[src/rtl/orp_pkg.sv]
// Package for the OOK packet receiver with majority voting.
// Holds the item and configuration types, the sizes and the slot and register codes.
// No dependencies; every other file of the block imports it.
`timescale 1ns / 1ps
`default_nettype none

package orp_pkg;

	// Number of packets gathered before an evaluation.
	localparam int REPEATS = 3;
	// Data bits carried by one packet (at most eight).
	localparam int DATA_BITS = 8;
	// Width of the signed, saturating vote accumulator.
	localparam int VOTE_WIDTH = 16;

	localparam int PKT_IDX_W = (REPEATS > 1) ? $clog2(REPEATS) : 1;

	// Slot codes of the packet frame.
	localparam logic [4:0] SLOT_SYNC_ONE = 5'd0;
	localparam logic [4:0] SLOT_SYNC_ZERO = 5'd1;
	localparam logic [4:0] SLOT_CHAN_LAST = 5'd5;
	localparam logic [4:0] SLOT_DATA_LAST = 5'(DATA_BITS + 5);
	localparam logic [4:0] SLOT_MAX = 5'd31;

	localparam logic [2:0] PKT_COUNT_FULL = 3'(REPEATS);
	localparam logic [7:0] SINCE_MAX = 8'd255;

	// Register indexes of the configuration port.
	localparam logic [1:0] CFG_PULSE_TICKS = 2'd0;
	localparam logic [1:0] CFG_CHANNEL_ID = 2'd1;
	localparam logic [1:0] CFG_TIMEOUT_TICKS = 2'd2;

	localparam logic [4:0] PULSE_TICKS_RESET = 5'd10;
	localparam logic [3:0] CHANNEL_ID_RESET = 4'd3;
	localparam logic [7:0] TIMEOUT_TICKS_RESET = 8'd255;

	typedef struct packed {
		logic line_level;
		logic tick;
	} in_item_t;

	typedef struct packed {
		logic [7:0] decoded_value;
		logic       value_valid;
		logic       red_on;
		logic       blue_on;
		logic       green_on;
		logic       receiving;
	} out_item_t;

	typedef struct packed {
		logic [4:0] pulse_ticks;
		logic [3:0] channel_id;
		logic [7:0] timeout_ticks;
	} cfg_t;

	typedef logic [REPEATS-1:0][7:0] pkt_store_t;

endpackage

`default_nettype wire

[src/rtl/orp_agree.sv]
// Packet agreement check for the OOK packet receiver.
// Finds the lowest stored packet that equals another compared packet.
// Depends on orp_pkg.
`timescale 1ns / 1ps
`default_nettype none

module orp_agree (
	input  orp_pkg::pkt_store_t store,
	input  logic [2:0]          count,
	output logic                found,
	output logic [7:0]          value
);
	import orp_pkg::*;

	logic [2:0]         last;
	logic [REPEATS-1:0] match;

	// Only packets up to the current count take part, capped at the last slot.
	assign last = (count > 3'(REPEATS - 1)) ? 3'(REPEATS - 1) : count;

	always_comb begin
		match = '0;
		for (int i = 0; i < REPEATS; i++) begin
			for (int l = 0; l < REPEATS; l++) begin
				if (i != l && 3'(i) <= last && 3'(l) <= last && store[i] == store[l]) begin
					match[i] = 1'b1;
				end
			end
		end
	end

	always_comb begin
		found = 1'b0;
		value = '0;
		for (int i = REPEATS - 1; i >= 0; i--) begin
			if (match[i]) begin
				found = 1'b1;
				value = store[i];
			end
		end
	end

endmodule

`default_nettype wire

[src/rtl/orp_core.sv]
// Receiver state and per-sample decode logic of the OOK packet receiver.
// Sync hunting, slot timing, voting, framing, packet storage and evaluation.
// Depends on orp_pkg and orp_agree.
`timescale 1ns / 1ps
`default_nettype none

module orp_core (
	input  logic               clk,
	input  logic               arst_n,
	input  logic               advance,
	input  orp_pkg::in_item_t  sample,
	input  orp_pkg::cfg_t      cfg,
	output orp_pkg::out_item_t result
);
	import orp_pkg::*;

	localparam logic [VOTE_WIDTH-1:0] VOTE_MAX = {1'b0, {(VOTE_WIDTH - 1){1'b1}}};
	localparam logic [VOTE_WIDTH-1:0] VOTE_MIN = {1'b1, {(VOTE_WIDTH - 1){1'b0}}};
	localparam logic [VOTE_WIDTH-1:0] VOTE_ONE = {{(VOTE_WIDTH - 1){1'b0}}, 1'b1};

	logic                  synced_q, prev_q;
	logic [7:0]            tick_q, since_q, agreed_q;
	logic [4:0]            slot_q, decided_q;
	logic [VOTE_WIDTH-1:0] vote_q;
	logic [3:0]            chan_q;
	logic [2:0]            pc_q, lamp_q;
	pkt_store_t            store_q;

	logic                  a_synced, a_eval;
	logic [7:0]            a_tick, a_since;
	logic [4:0]            a_slot, a_decided;
	logic [VOTE_WIDTH-1:0] a_vote;
	logic [3:0]            a_chan;
	logic [2:0]            a_pc;
	pkt_store_t            a_store;

	logic                  n_synced;
	logic [7:0]            n_tick, n_since, n_agreed;
	logic [4:0]            n_slot, n_decided;
	logic [VOTE_WIDTH-1:0] n_vote;
	logic [3:0]            n_chan;
	logic [2:0]            n_pc, n_lamp;
	pkt_store_t            n_store;

	logic                  ev_found;
	logic [7:0]            ev_value;

	// First part: edge, tick and vote handling up to the point of evaluation.
	always_comb begin
		logic [5:0]  slot_up;
		logic [10:0] bound;
		logic        bitval;
		logic        restart;

		a_synced = synced_q;
		a_tick = tick_q;
		a_since = since_q;
		a_slot = slot_q;
		a_decided = decided_q;
		a_vote = vote_q;
		a_chan = chan_q;
		a_pc = pc_q;
		a_store = store_q;
		a_eval = 1'b0;
		restart = 1'b0;
		bitval = 1'b0;
		slot_up = {1'b0, slot_q} + 6'd1;
		bound = {5'b0, slot_up} * {6'b0, cfg.pulse_ticks};

		// While hunting, each edge restarts the low timer; a rising edge after
		// a low of one pulse length, give or take one tick, locks on.
		if (!synced_q && sample.line_level != prev_q) begin
			if (sample.line_level &&
			    ({1'b0, tick_q} + 9'd1) >= {4'b0, cfg.pulse_ticks} &&
			    {1'b0, tick_q} <= ({4'b0, cfg.pulse_ticks} + 9'd1)) begin
				a_synced = 1'b1;
			end
			a_tick = '0;
		end

		if (sample.tick) begin
			a_tick = a_tick + 8'd1;
			if (since_q >= cfg.timeout_ticks) begin
				a_eval = 1'b1;
			end else if (a_synced) begin
				if (since_q != SINCE_MAX) begin
					a_since = since_q + 8'd1;
				end
				if ({3'b0, a_tick} == bound && slot_q != SLOT_MAX) begin
					a_slot = slot_up[4:0];
				end
			end
		end

		if (a_synced && !a_eval) begin
			if (sample.line_level) begin
				if (vote_q != VOTE_MAX) begin
					a_vote = vote_q + VOTE_ONE;
				end
			end else begin
				if (vote_q != VOTE_MIN) begin
					a_vote = vote_q - VOTE_ONE;
				end
			end
			// The sample that shows a new slot still counts for the old one.
			if (decided_q != a_slot) begin
				bitval = !a_vote[VOTE_WIDTH-1] && (a_vote != '0);
				a_vote = '0;
				if (decided_q == SLOT_SYNC_ONE) begin
					restart = !bitval;
				end else if (decided_q == SLOT_SYNC_ZERO) begin
					restart = bitval;
				end else if (decided_q <= SLOT_CHAN_LAST) begin
					a_chan = {chan_q[2:0], bitval};
				end else if (chan_q != cfg.channel_id) begin
					restart = 1'b1;
				end else begin
					a_since = '0;
					if (pc_q < PKT_COUNT_FULL) begin
						a_store[pc_q[PKT_IDX_W-1:0]] =
							{store_q[pc_q[PKT_IDX_W-1:0]][6:0], bitval};
					end
				end
				if (!restart) begin
					if (decided_q >= SLOT_DATA_LAST) begin
						a_pc = pc_q + 3'd1;
						if (a_pc == PKT_COUNT_FULL) begin
							a_eval = 1'b1;
						end
						restart = 1'b1;
					end else begin
						a_decided = a_slot;
					end
				end
			end
		end

		if (restart) begin
			a_synced = 1'b0;
			a_slot = '0;
			a_tick = '0;
			a_decided = '0;
			a_chan = '0;
			a_vote = '0;
		end
	end

	orp_agree u_agree (
		.store (a_store),
		.count (a_pc),
		.found (ev_found),
		.value (ev_value)
	);

	// Second part: an evaluation takes the agreed value, sets the lamps and
	// clears the packets and the receive state.
	always_comb begin
		n_synced = a_synced;
		n_tick = a_tick;
		n_since = a_since;
		n_slot = a_slot;
		n_decided = a_decided;
		n_vote = a_vote;
		n_chan = a_chan;
		n_pc = a_pc;
		n_store = a_store;
		n_agreed = agreed_q;
		n_lamp = lamp_q;
		if (a_eval) begin
			if (ev_found) begin
				n_agreed = ev_value;
			end
			n_lamp = {n_agreed == 8'd2, n_agreed == 8'd1, n_agreed == 8'd0};
			n_store = '0;
			n_pc = '0;
			n_since = '0;
			n_synced = 1'b0;
			n_slot = '0;
			n_tick = '0;
			n_decided = '0;
			n_chan = '0;
			n_vote = '0;
		end
	end

	always_comb begin
		result.decoded_value = n_agreed;
		result.value_valid = a_eval;
		result.red_on = n_lamp[0];
		result.blue_on = n_lamp[1];
		result.green_on = n_lamp[2];
		result.receiving = n_synced;
	end

	always_ff @(posedge clk or negedge arst_n) begin
		if (!arst_n) begin
			synced_q <= 1'b0;
			prev_q <= 1'b0;
			tick_q <= '0;
			since_q <= '0;
			slot_q <= '0;
			decided_q <= '0;
			vote_q <= '0;
			chan_q <= '0;
			pc_q <= '0;
			store_q <= '0;
			agreed_q <= '0;
			lamp_q <= '0;
		end else if (advance) begin
			synced_q <= n_synced;
			prev_q <= sample.line_level;
			tick_q <= n_tick;
			since_q <= n_since;
			slot_q <= n_slot;
			decided_q <= n_decided;
			vote_q <= n_vote;
			chan_q <= n_chan;
			pc_q <= n_pc;
			store_q <= n_store;
			agreed_q <= n_agreed;
			lamp_q <= n_lamp;
		end
	end

endmodule

`default_nettype wire

[src/rtl/ook_packet_receiver_voting.sv]
// Top level of the OOK packet receiver with majority voting.
// Input register, configuration registers, result register; decode in orp_core.
// Depends on orp_pkg, orp_core and orp_agree.
`timescale 1ns / 1ps
`default_nettype none

//  Channel   Handshake                  Payload            Carries
//  -------   ------------------------   ----------------   ------------------------------
//  sample    sample_valid/sample_stall  sample             one line sample and tick flag
//  result    result_valid/result_stall  result             agreed value, lamps, status
//  config    cfg_write                  cfg_index/cfg_data pulse, channel, timeout regs
//
// The block takes one item per clock while sample_stall is low and returns one result
// item for each. Each item passes an input register and then the result register,
// from which its result item is offered; the decode of one sample is a single pass of
// logic between those two registers, and the slot boundary needs one small multiply
// of slot number by pulse length.
// Reset clears all receive state, the packet store and the lamps, and loads the
// registers with pulse length 10, channel 3 and timeout 255.
// While the result register holds an item that is stalled, the input register
// holds its item and sample_stall rises; a free result register never stalls input.

module ook_packet_receiver_voting (
	input  logic               clk,
	input  logic               arst_n,
	input  logic               sample_valid,
	output logic               sample_stall,
	input  orp_pkg::in_item_t  sample,
	output logic               result_valid,
	input  logic               result_stall,
	output orp_pkg::out_item_t result,
	input  logic               cfg_write,
	input  logic [1:0]         cfg_index,
	input  logic [7:0]         cfg_data
);
	import orp_pkg::*;

	logic      valid_s1;
	in_item_t  sample_s1;
	logic      result_valid_q;
	out_item_t result_q;
	out_item_t next_result;
	cfg_t      cfg_q;
	logic      advance;

	// The item in the input register moves on whenever the result register is
	// empty or its item is being taken in this cycle.
	assign advance = valid_s1 && (!result_valid_q || !result_stall);
	assign sample_stall = valid_s1 && !advance;

	always_ff @(posedge clk or negedge arst_n) begin
		if (!arst_n) begin
			valid_s1 <= 1'b0;
		end else if (!sample_stall) begin
			valid_s1 <= sample_valid;
		end
	end

	always_ff @(posedge clk) begin
		if (sample_valid && !sample_stall) begin
			sample_s1 <= sample;
		end
	end

	// The user must write configuration only with no item in flight; the block does not enforce it.
	always_ff @(posedge clk or negedge arst_n) begin
		if (!arst_n) begin
			cfg_q.pulse_ticks <= PULSE_TICKS_RESET;
			cfg_q.channel_id <= CHANNEL_ID_RESET;
			cfg_q.timeout_ticks <= TIMEOUT_TICKS_RESET;
		end else if (cfg_write) begin
			case (cfg_index)
				CFG_PULSE_TICKS: begin
					cfg_q.pulse_ticks <= cfg_data[4:0];
				end
				CFG_CHANNEL_ID: begin
					cfg_q.channel_id <= cfg_data[3:0];
				end
				CFG_TIMEOUT_TICKS: begin
					cfg_q.timeout_ticks <= cfg_data;
				end
				default: begin
					cfg_q <= cfg_q;
				end
			endcase
		end
	end

	orp_core u_core (
		.clk     (clk),
		.arst_n  (arst_n),
		.advance (advance),
		.sample  (sample_s1),
		.cfg     (cfg_q),
		.result  (next_result)
	);

	always_ff @(posedge clk or negedge arst_n) begin
		if (!arst_n) begin
			result_valid_q <= 1'b0;
		end else if (advance) begin
			result_valid_q <= 1'b1;
		end else if (!result_stall) begin
			result_valid_q <= 1'b0;
		end
	end

	always_ff @(posedge clk) begin
		if (advance) begin
			result_q <= next_result;
		end
	end

	assign result_valid = result_valid_q;
	assign result = result_q;

endmodule

`default_nettype wire

[config.mk]
export PLATFORM = sky130hd
export DESIGN_NAME = ook_packet_receiver_voting
export DESIGN_NICKNAME = d
export VERILOG_FILES = /design/src/rtl/orp_pkg.sv /design/src/rtl/orp_agree.sv /design/src/rtl/orp_core.sv /design/src/rtl/ook_packet_receiver_voting.sv
export SDC_FILE = /design/constraint.sdc
export NUM_CORES = 1
export LEC_CHECK = 0
export ABC_CLOCK_PERIOD_IN_PS = 11130
export BUFFER_PORTS_ARGS = -buffer_cell sky130_fd_sc_hd__buf_4
export CAP_MARGIN = 25
export CELL_PAD_IN_SITES_DETAIL_PLACEMENT = 1
export CELL_PAD_IN_SITES_GLOBAL_PLACEMENT = 2
export CORE_ASPECT_RATIO = 0.7
export CORE_MARGIN = 2
export CORE_UTILIZATION = 25
export CTS_CLUSTER_DIAMETER = 30
export DETAILED_ROUTE_END_ITERATION = 16
export GPL_ROUTABILITY_DRIVEN = 0
export HOLD_SLACK_MARGIN = 0.1
export PLACE_DENSITY = 0.53
export SETUP_SLACK_MARGIN = 0.4
export SYNTH_ARGS = -nofsm -noshare
export SYNTH_HDL_FRONTEND = slang
export SYNTH_SLANG_ARGS = --single-unit
[constraint.sdc]
create_clock -name clk -period 11.13 [get_ports clk]
set_input_delay 0.5565 -clock clk [delete_from_list [all_inputs] [get_ports clk]]
set_output_delay 0.5565 -clock clk [all_outputs]
set_load 0.005 [all_outputs]
==> results.json, run 1 <==
{
  "status": "finished, final reports clean",
  "grt-ovfl-total": 0,
  "grt_pass1_vias": 9096,
  "die_w_um": 246,
  "path_class": "reg2reg",
  "p_per_area_nw_per_um2": 170,
  "finalSetupTns_ps": 0,
  "htree_num_levels": 4,
  "clockRootBuffer": "clkbuf_16",
  "ioPinCount": 32,
  "layout_setup_ws_ps": 2850,
  "dr.pass1.iters": 4,
  "place_area_um2": 10900,
  "dp.final_hpwl_um": 26800,
  "syn_nets": 1281,
  "end_kind": "register",
  "worst_clock_skew_ps": 26.1,
  "hold_viol_final": 0,
  "io_buffers": 31,
  "drt_iter0_markers": 467,
  "area_growth_pct": 12.6,
  "final_core_util_pct": 28.8,
  "cts_buffers": 17,
  "drive_gt1_share_pct": 12.0,
  "clockBufferDepth": 2,
  "max_slew_margin_pct": 28.2,
  "async_flop_share_pct": 87.5,
  "ant_nets": 0,
  "cts_tree": "yes",
  "die_area_um2": 42600,
  "synth_edf_count": 15,
  "setup-violations-final": 0,
  "max-vdd-ir-drop_uv": 116,
  "finalWirelength_um": 36000,
  "dr_total_vias": 8876,
  "initial_core_util_pct": 25.6,
  "cts_resized": 0,
  "dieHeight_um": 173,
  "worstPathArrival_ps": 8490,
  "insertedDiodeCount": 0,
  "clk_latency_ps": 460,
  "synth_cells": 1201,
  "via_per_inst": 5.10,
  "multiInputGateArea_um2": 6590,
  "hold_buffers": 0,
  "start_kind": "register",
  "fin_crit_sh_pct": 74.4,
  "grt_pass1_wl_um": 57300,
  "slew_viol_final": 0,
  "rsz0062_at_grt": "false",
  "grtUsageTotal_pct": 17.5,
  "nets": 1272,
  "pre_cts_ws_ps": 2850,
  "maxCapViolCount": 0,
  "p_leak_nw": 4.79,
  "min_period_ps": 8280,
  "synth.avg_cell_area_um2": 8.52,
  "wire_per_inst_um": 20.7,
  "fmax_mhz": 121,
  "crit_path_top_delay_cell": "o211ai_2",
  "ys.flop_type": "dfrtp_1",
  "core_um2": 40000,
  "regArea_um2": 3090,
  "required_ps": 11340,
  "crit_path_max_incr_delay_ps": 590,
  "final_cell_area_um2": 11500,
  "drc_errors": 0,
  "synth.cell_area_um2": 10200,
  "rows": 61,
  "post_cts_buffers": 0,
  "hold_path_class": "in2async",
  "dp_cells": 1708,
  "tightest_slew_ps": 1070,
  "ys_warn_count": 0,
  "fin_cells": 1740,
  "antenna_found_initial": 1,
  "grt_max_degree": 55,
  "worstPathMaxFanout": 23,
  "clock_sinks": 120,
  "yosysUniqueCellTypes": 93,
  "path_clk_slew_ps": 70,
  "yosysSeqAreaShare_pct": 30.2,
  "fillers": 4729,
  "synth-seq-cells": 120
}
==> through the flow <==
stage               hold slack [ps]  power (mW)
floorplan                       261        1.12
finish                          158        1.96
global placement                477        1.37
CTS                             186        1.99
detailed placement              476        1.37
global route                    222        2.10
==> where the power goes <==
part	internal (mW)	switching [mW]
logic	0.277	0.442
clock network	0.345	0.259
registers	0.512	0.122
total	1.13	0.823
==> Yosys cell counts, types with 12 or more instances <==
cell type | number | area (µm²)
a211oi_1 | 17 | 128
a21oi_1 | 37 | 185
a31oi_1 | 14 | 87.6
and2_1 | 12 | 75.1
and3_1 | 15 | 93.8
buf_2 | 13 | 65.1
clkbuf_1 | 44 | 165
dfrtp_1 | 93 | 2330
dfstp_2 | 12 | 315
edfxtp_1 | 15 | 450
fa_1 | 12 | 240
ha_1 | 51 | 638
inv_1 | 66 | 248
mux2_2 | 27 | 304
mux2i_1 | 39 | 390
nand2_1 | 143 | 537
nand2b_1 | 18 | 113
nand3_1 | 37 | 185
nand4_1 | 21 | 131
nor2_1 | 79 | 297
nor3_1 | 36 | 180
o211ai_1 | 14 | 105
o21ai_0 | 78 | 390
o31ai_1 | 32 | 240
or3_1 | 16 | 100
xnor2_1 | 45 | 394
xor2_1 | 27 | 236
==> metal layers <==
| layer | wire [µm] | GRT usage, % | up-vias |
|---|---|---|---|
| met1 | 20700 | 28.3 | 4474 |
| met5 | 0 | 0 | - |
| met2 | 14300 | 24.2 | 76 |
| met4 | 262 | 3.18 | 0 |
| li1 | - | - | 4310 |
| met3 | 720 | 2.62 | 16 |
==> logic make-up (layout without fill, tap and decap cells) <==
group	after synthesis	count (layout)	share of synthesized area, %
AND/OR/NAND/NOR	452	452	22.6
AO/OA/AOI/OAI	286	286	19.0
buffers and inverters	136	140	5.48
flip-flops	120	120	30.2
XOR/XNOR	75	75	6.85
multiplexers	69	69	7.17
adder cells (fa/ha/maj)	63	63	8.59
==> placed cells by master, fill, tap and decap left out, drive strengths merged, types with 37 or more instances in the layout <==
master,count
inv,78
buf,39
mux2i,41
nor3,38
nand2,143
xnor2,45
o21ai,89
a21oi,38
ha,51
nand3,37
nor2,81
dfrtp,93
==> sequential cells by signal (all words and copies together) (netlist names), 2 cells and up <==
| signal | count |
|---|---|
| u_core.store_q | 24 |
| u_core.agreed_q | 8 |
| sample_s1 | 2 |
| u_core.chan_q | 4 |
| u_core.lamp_q | 3 |
| u_core.since_q | 8 |
| cfg_q | 17 |
| result | 13 |
| u_core.pc_q | 3 |
| u_core.vote_q | 16 |
| u_core.decided_q | 5 |
| u_core.slot_q | 5 |
| u_core.tick_q | 8 |
==> path summary, 6_finish.rpt <==
check	start	endpoint	slack, ps	depth (start not counted)
worst max-delay path	u_core.slot_q[0]	result[1]	2850	25
worst min-delay path	arst_n	u_core.tick_q[6]	160	1
worst max register to register	u_core.slot_q[0]	result[1]	2850	25
worst min register to register	u_core.lamp_q[0]	u_core.lamp_q[0]	490	2
max in group asynchronous	arst_n	cfg_q[12]	9710	2
min in group clk	sample[0]	sample_s1[0]	290	1
==> worst max-delay path, delay by kind of cell, from the launching register on <==
| kind | cells | cell delay [ps] |
|---|---|---|
| compound gates | 3 | 1170 |
| xor+xnor | 2 | 630 |
| fa+ha+maj | 5 | 2230 |
| buf+inv | 3 | 630 |
| flops | 1 | 580 |
| mux | 5 | 1410 |
| simple gates | 7 | 1380 |
==> final cells by class <==
cell class | instances | share of cell area [%]
inverter | 69 | 2.25
timing repair buffer | 39 | 2.54
clock buffer | 19 | 4.13
multi-input combinational | 945 | 57.2
sequential | 120 | 26.8
tap | 535 | 5.81
clock inverter | 13 | 1.25
No activity file was read; power rests on OpenSTA's default activity.
==> run 2, diff against run 1 <==
--- a/config.mk
+++ b/config.mk
@@ -5,7 +5,8 @@
 export SDC_FILE = /design/constraint.sdc
 export NUM_CORES = 1
 export LEC_CHECK = 0
-export ABC_CLOCK_PERIOD_IN_PS = 11130
+export ABC_AREA = 1
+export ABC_CLOCK_PERIOD_IN_PS = 8100
 export BUFFER_PORTS_ARGS = -buffer_cell sky130_fd_sc_hd__buf_4
 export CAP_MARGIN = 25
 export CELL_PAD_IN_SITES_DETAIL_PLACEMENT = 1
@@ -17,7 +18,7 @@
 export DETAILED_ROUTE_END_ITERATION = 16
 export GPL_ROUTABILITY_DRIVEN = 0
 export HOLD_SLACK_MARGIN = 0.1
-export PLACE_DENSITY = 0.53
+export PLACE_DENSITY = 0.57
 export SETUP_SLACK_MARGIN = 0.4
 export SYNTH_ARGS = -nofsm -noshare
 export SYNTH_HDL_FRONTEND = slang
==> constraint.sdc (replaced) <==
create_clock -name clk -period 8.1 [get_ports clk]
set_input_delay 0.405 -clock clk [delete_from_list [all_inputs] [get_ports clk]]
set_output_delay 0.405 -clock clk [all_outputs]
set_load 0.005 [all_outputs]
==> results.json, run 2 <==
{
  "fillers": 4806,
  "worstSetupPathDepth": 45,
  "grt_use_met2_pct": 25.4,
  "ys.flop_type": "dfrtp_1",
  "yosysSeqAreaShare_pct": 31.3,
  "worstPathMaxFanout": 16,
  "dieHeight_um": 170,
  "rr_endpoint": "u_core.lamp_q[2]",
  "max-vdd-ir-drop_uv": 179,
  "insertedDiodeCount": 0,
  "path_clk_slew_ps": 60,
  "maxCapViolCount": 0,
  "tightest_slew_ps": 1160,
  "r2r_slack_ps": 1120,
  "ioPinCount": 32,
  "initial_core_util_pct": 25.5,
  "cts_buffers": 17,
  "p_leak_nw": 5.70,
  "dr_total_vias": 9397,
  "crit_path_top_delay_cell": "fa_1",
  "grt_use_met1_pct": 28.0,
  "synth_cells": 1445,
  "yosys.area.top_type": "dfrtp_1",
  "synth.cell_area_um2": 9870,
  "min_period_ps": 6980,
  "antenna_found_initial": 0,
  "dp.final_hpwl_um": 26400,
  "regMostFlops": "u_core.store_q",
  "ys_warn_count": 0,
  "cts_tree": "yes",
  "drc_errors": 0,
  "crit_start": "u_core.slot_q[1]",
  "hold_viol_final": 0,
  "grtUsageTotal_pct": 17.8,
  "synth.avg_cell_area_um2": 6.83,
  "via_per_inst": 4.68,
  "hold_depth": 1,
  "nets": 1549,
  "r2r_cells": 45,
  "cpMostUsedCell": "nand2_1",
  "layout_commonest_cell": "nand2_1",
  "synth_edf_count": 15,
  "use_met3_pct": 2.35,
  "reg2reg_from": "u_core.slot_q[1]",
  "worstPathArrival_ps": 7350,
  "finalWirelength_um": 35400,
  "hold_path_class": "in2reg",
  "p_per_area_nw_per_um2": 368,
  "yosysUniqueCellTypes": 46,
  "htree_num_levels": 4,
  "cp-endpoint": "u_core.lamp_q[2]",
  "wire_per_inst_um": 17.6,
  "area_growth_pct": 15.8,
  "fin_cells": 2009,
  "slew_viol_final": 0,
  "setup-violations-final": 0,
  "clockRootBuffer": "clkbuf_16",
  "power_mw": 4.20,
  "max_slew_margin_pct": 22.4,
  "clock_sinks": 120,
  "die_area_um2": 41100,
  "finalSetupTns_ps": 0,
  "final_core_util_pct": 29.6,
  "grt_pass1_vias": 9625,
  "start_kind": "register",
  "dr.pass1.iters": 5,
  "rsz0062_at_grt": "false",
  "critical_path_buf_inv_count": 6,
  "worst_clock_skew_ps": 12.1,
  "dp_cells": 1960,
  "required_ps": 8470,
  "status": "finished, final reports clean",
  "syn_nets": 1525,
  "ant_nets": 0,
  "synth_top_cell_area_share_pct": 23.6,
  "busiest_layer": "met1",
  "grt_pass1_wl_um": 56800,
  "yosysMostFrequentCell": "nand2_1",
  "async_flop_share_pct": 87.5,
  "drive_gt1_share_pct": 10.9,
  "clk_latency_ps": 440,
  "fin_crit_sh_pct": 86.2,
  "clockBufferDepth": 2,
  "cpLargestDelayFamily": "simple AND/OR/NAND/NOR gates",
  "rows": 60,
  "netlist_top_cells_count": "nand2_1 (445), inv_1 (194), nand3_1 (123)",
  "core_um2": 38700,
  "fmax_mhz": 143,
  "grt-ovfl-total": 0,
  "path_class": "reg2reg",
  "io_buffers": 31,
  "grt_max_degree": 63,
  "end_kind": "register",
  "largest_reg_flops": 24,
  "synth_area_leaders": "dfrtp_1 (24%), nand2_1 (17%), inv_1 (7.4%)",
  "die_w_um": 242,
  "synth-seq-cells": 120,
  "crit_path_max_incr_delay_ps": 550,
  "drt_iter0_markers": 569,
  "largestRegisters": "u_core.store_q x24, cfg_q x17, u_core.vote_q x16",
  "layout_common_cells": "nand2_1 (443), inv_1 (193), nand3_1 (123), nor2_1 (93), dfrtp_1 (93)"
}
-- run 2: cell types whose count changed after synthesis, sizes merged, moves of 17 or more --
| cell | change |
|---|---|
| nor2 | +31 |
| inv | +132 |
| nand2 | +307 |
| o22ai | +37 |
| o31ai | -18 |
| nand3 | +90 |
| nand2b | -18 |
| mux2 | -28 |
| nor3 | -22 |
| mux2i | -41 |
| a211oi | -17 |
| xnor2 | -33 |
-- run 2: area by class of cell --
class / instances / area, µm² / share of cell area [%]
Timing Repair Buffer: 59 / 469 / 4.10
Clock buffer: 18 / 450 / 3.94
Sequential cell: 120 / 3090 / 27.1
Clock inverter: 14 / 134 / 1.17
Tap cell: 527 / 659 / 5.77
Multi-Input combinational cell: 1070 / 5870 / 51.3
Inverter: 201 / 757 / 6.62
-- run 2: through the flow --
step	cell area, µm²	hold WS (ps)	setup slack, ps
floorplan	9870	109	1940
global placement	10600	470	334
detailed placement	10600	477	223
CTS	11200	116	407
global route	11400	112	384
finish	11400	143	1120
-- run 2: cells by family (layout without fill, tap and decap cells) --
kind of cell	after synthesis	in the layout	share of synthesized area [%]
XOR/XNOR	44	44	3.90
AO/OA/AOI/OAI	212	212	12.7
adder cells (fa/ha/maj)	63	63	8.90
buffers and inverters	258	292	10.7
flip-flops	120	120	31.3
AND/OR/NAND/NOR	748	751	32.5
-- run 2: power by group --
part | switching (mW) | total [mW] | internal, mW
Sequential | 0.229 | 1.04 | 0.806
Combinational | 1.59 | 2.38 | 0.792
Clock | 0.337 | 0.785 | 0.448
-- run 2: how the worst min path moves through the flow --
| stage | startpoint | endpoint |
|---|---|---|
| finish | sample[0] | sample_s1[0] |
| floorplan | arst_n | cfg_q[10] |
| detailed placement | u_core.lamp_q[2] | u_core.lamp_q[2] |
| global route | sample[0] | sample_s1[0] |
| global placement | u_core.lamp_q[0] | u_core.lamp_q[0] |
| CTS | sample[0] | sample_s1[0] |
-- run 2: layer usage --
metal | vias up | part of all wire [%]
met4 | 0 | 0.71
li1 | 4763 | -
met1 | 4513 | 58
met5 | - | 0
met2 | 104 | 39
met3 | 17 | 2.4
-- run 2: what timing repair did --
item,4_1_cts,5_1_grt
resized for setup,3,25
gates cloned,0,3
endpoints found under the hold margin,31,0
setup buffers,0,12
hold buffers,1,0
pin swaps,0,4
setup endpoints to repair,13,28
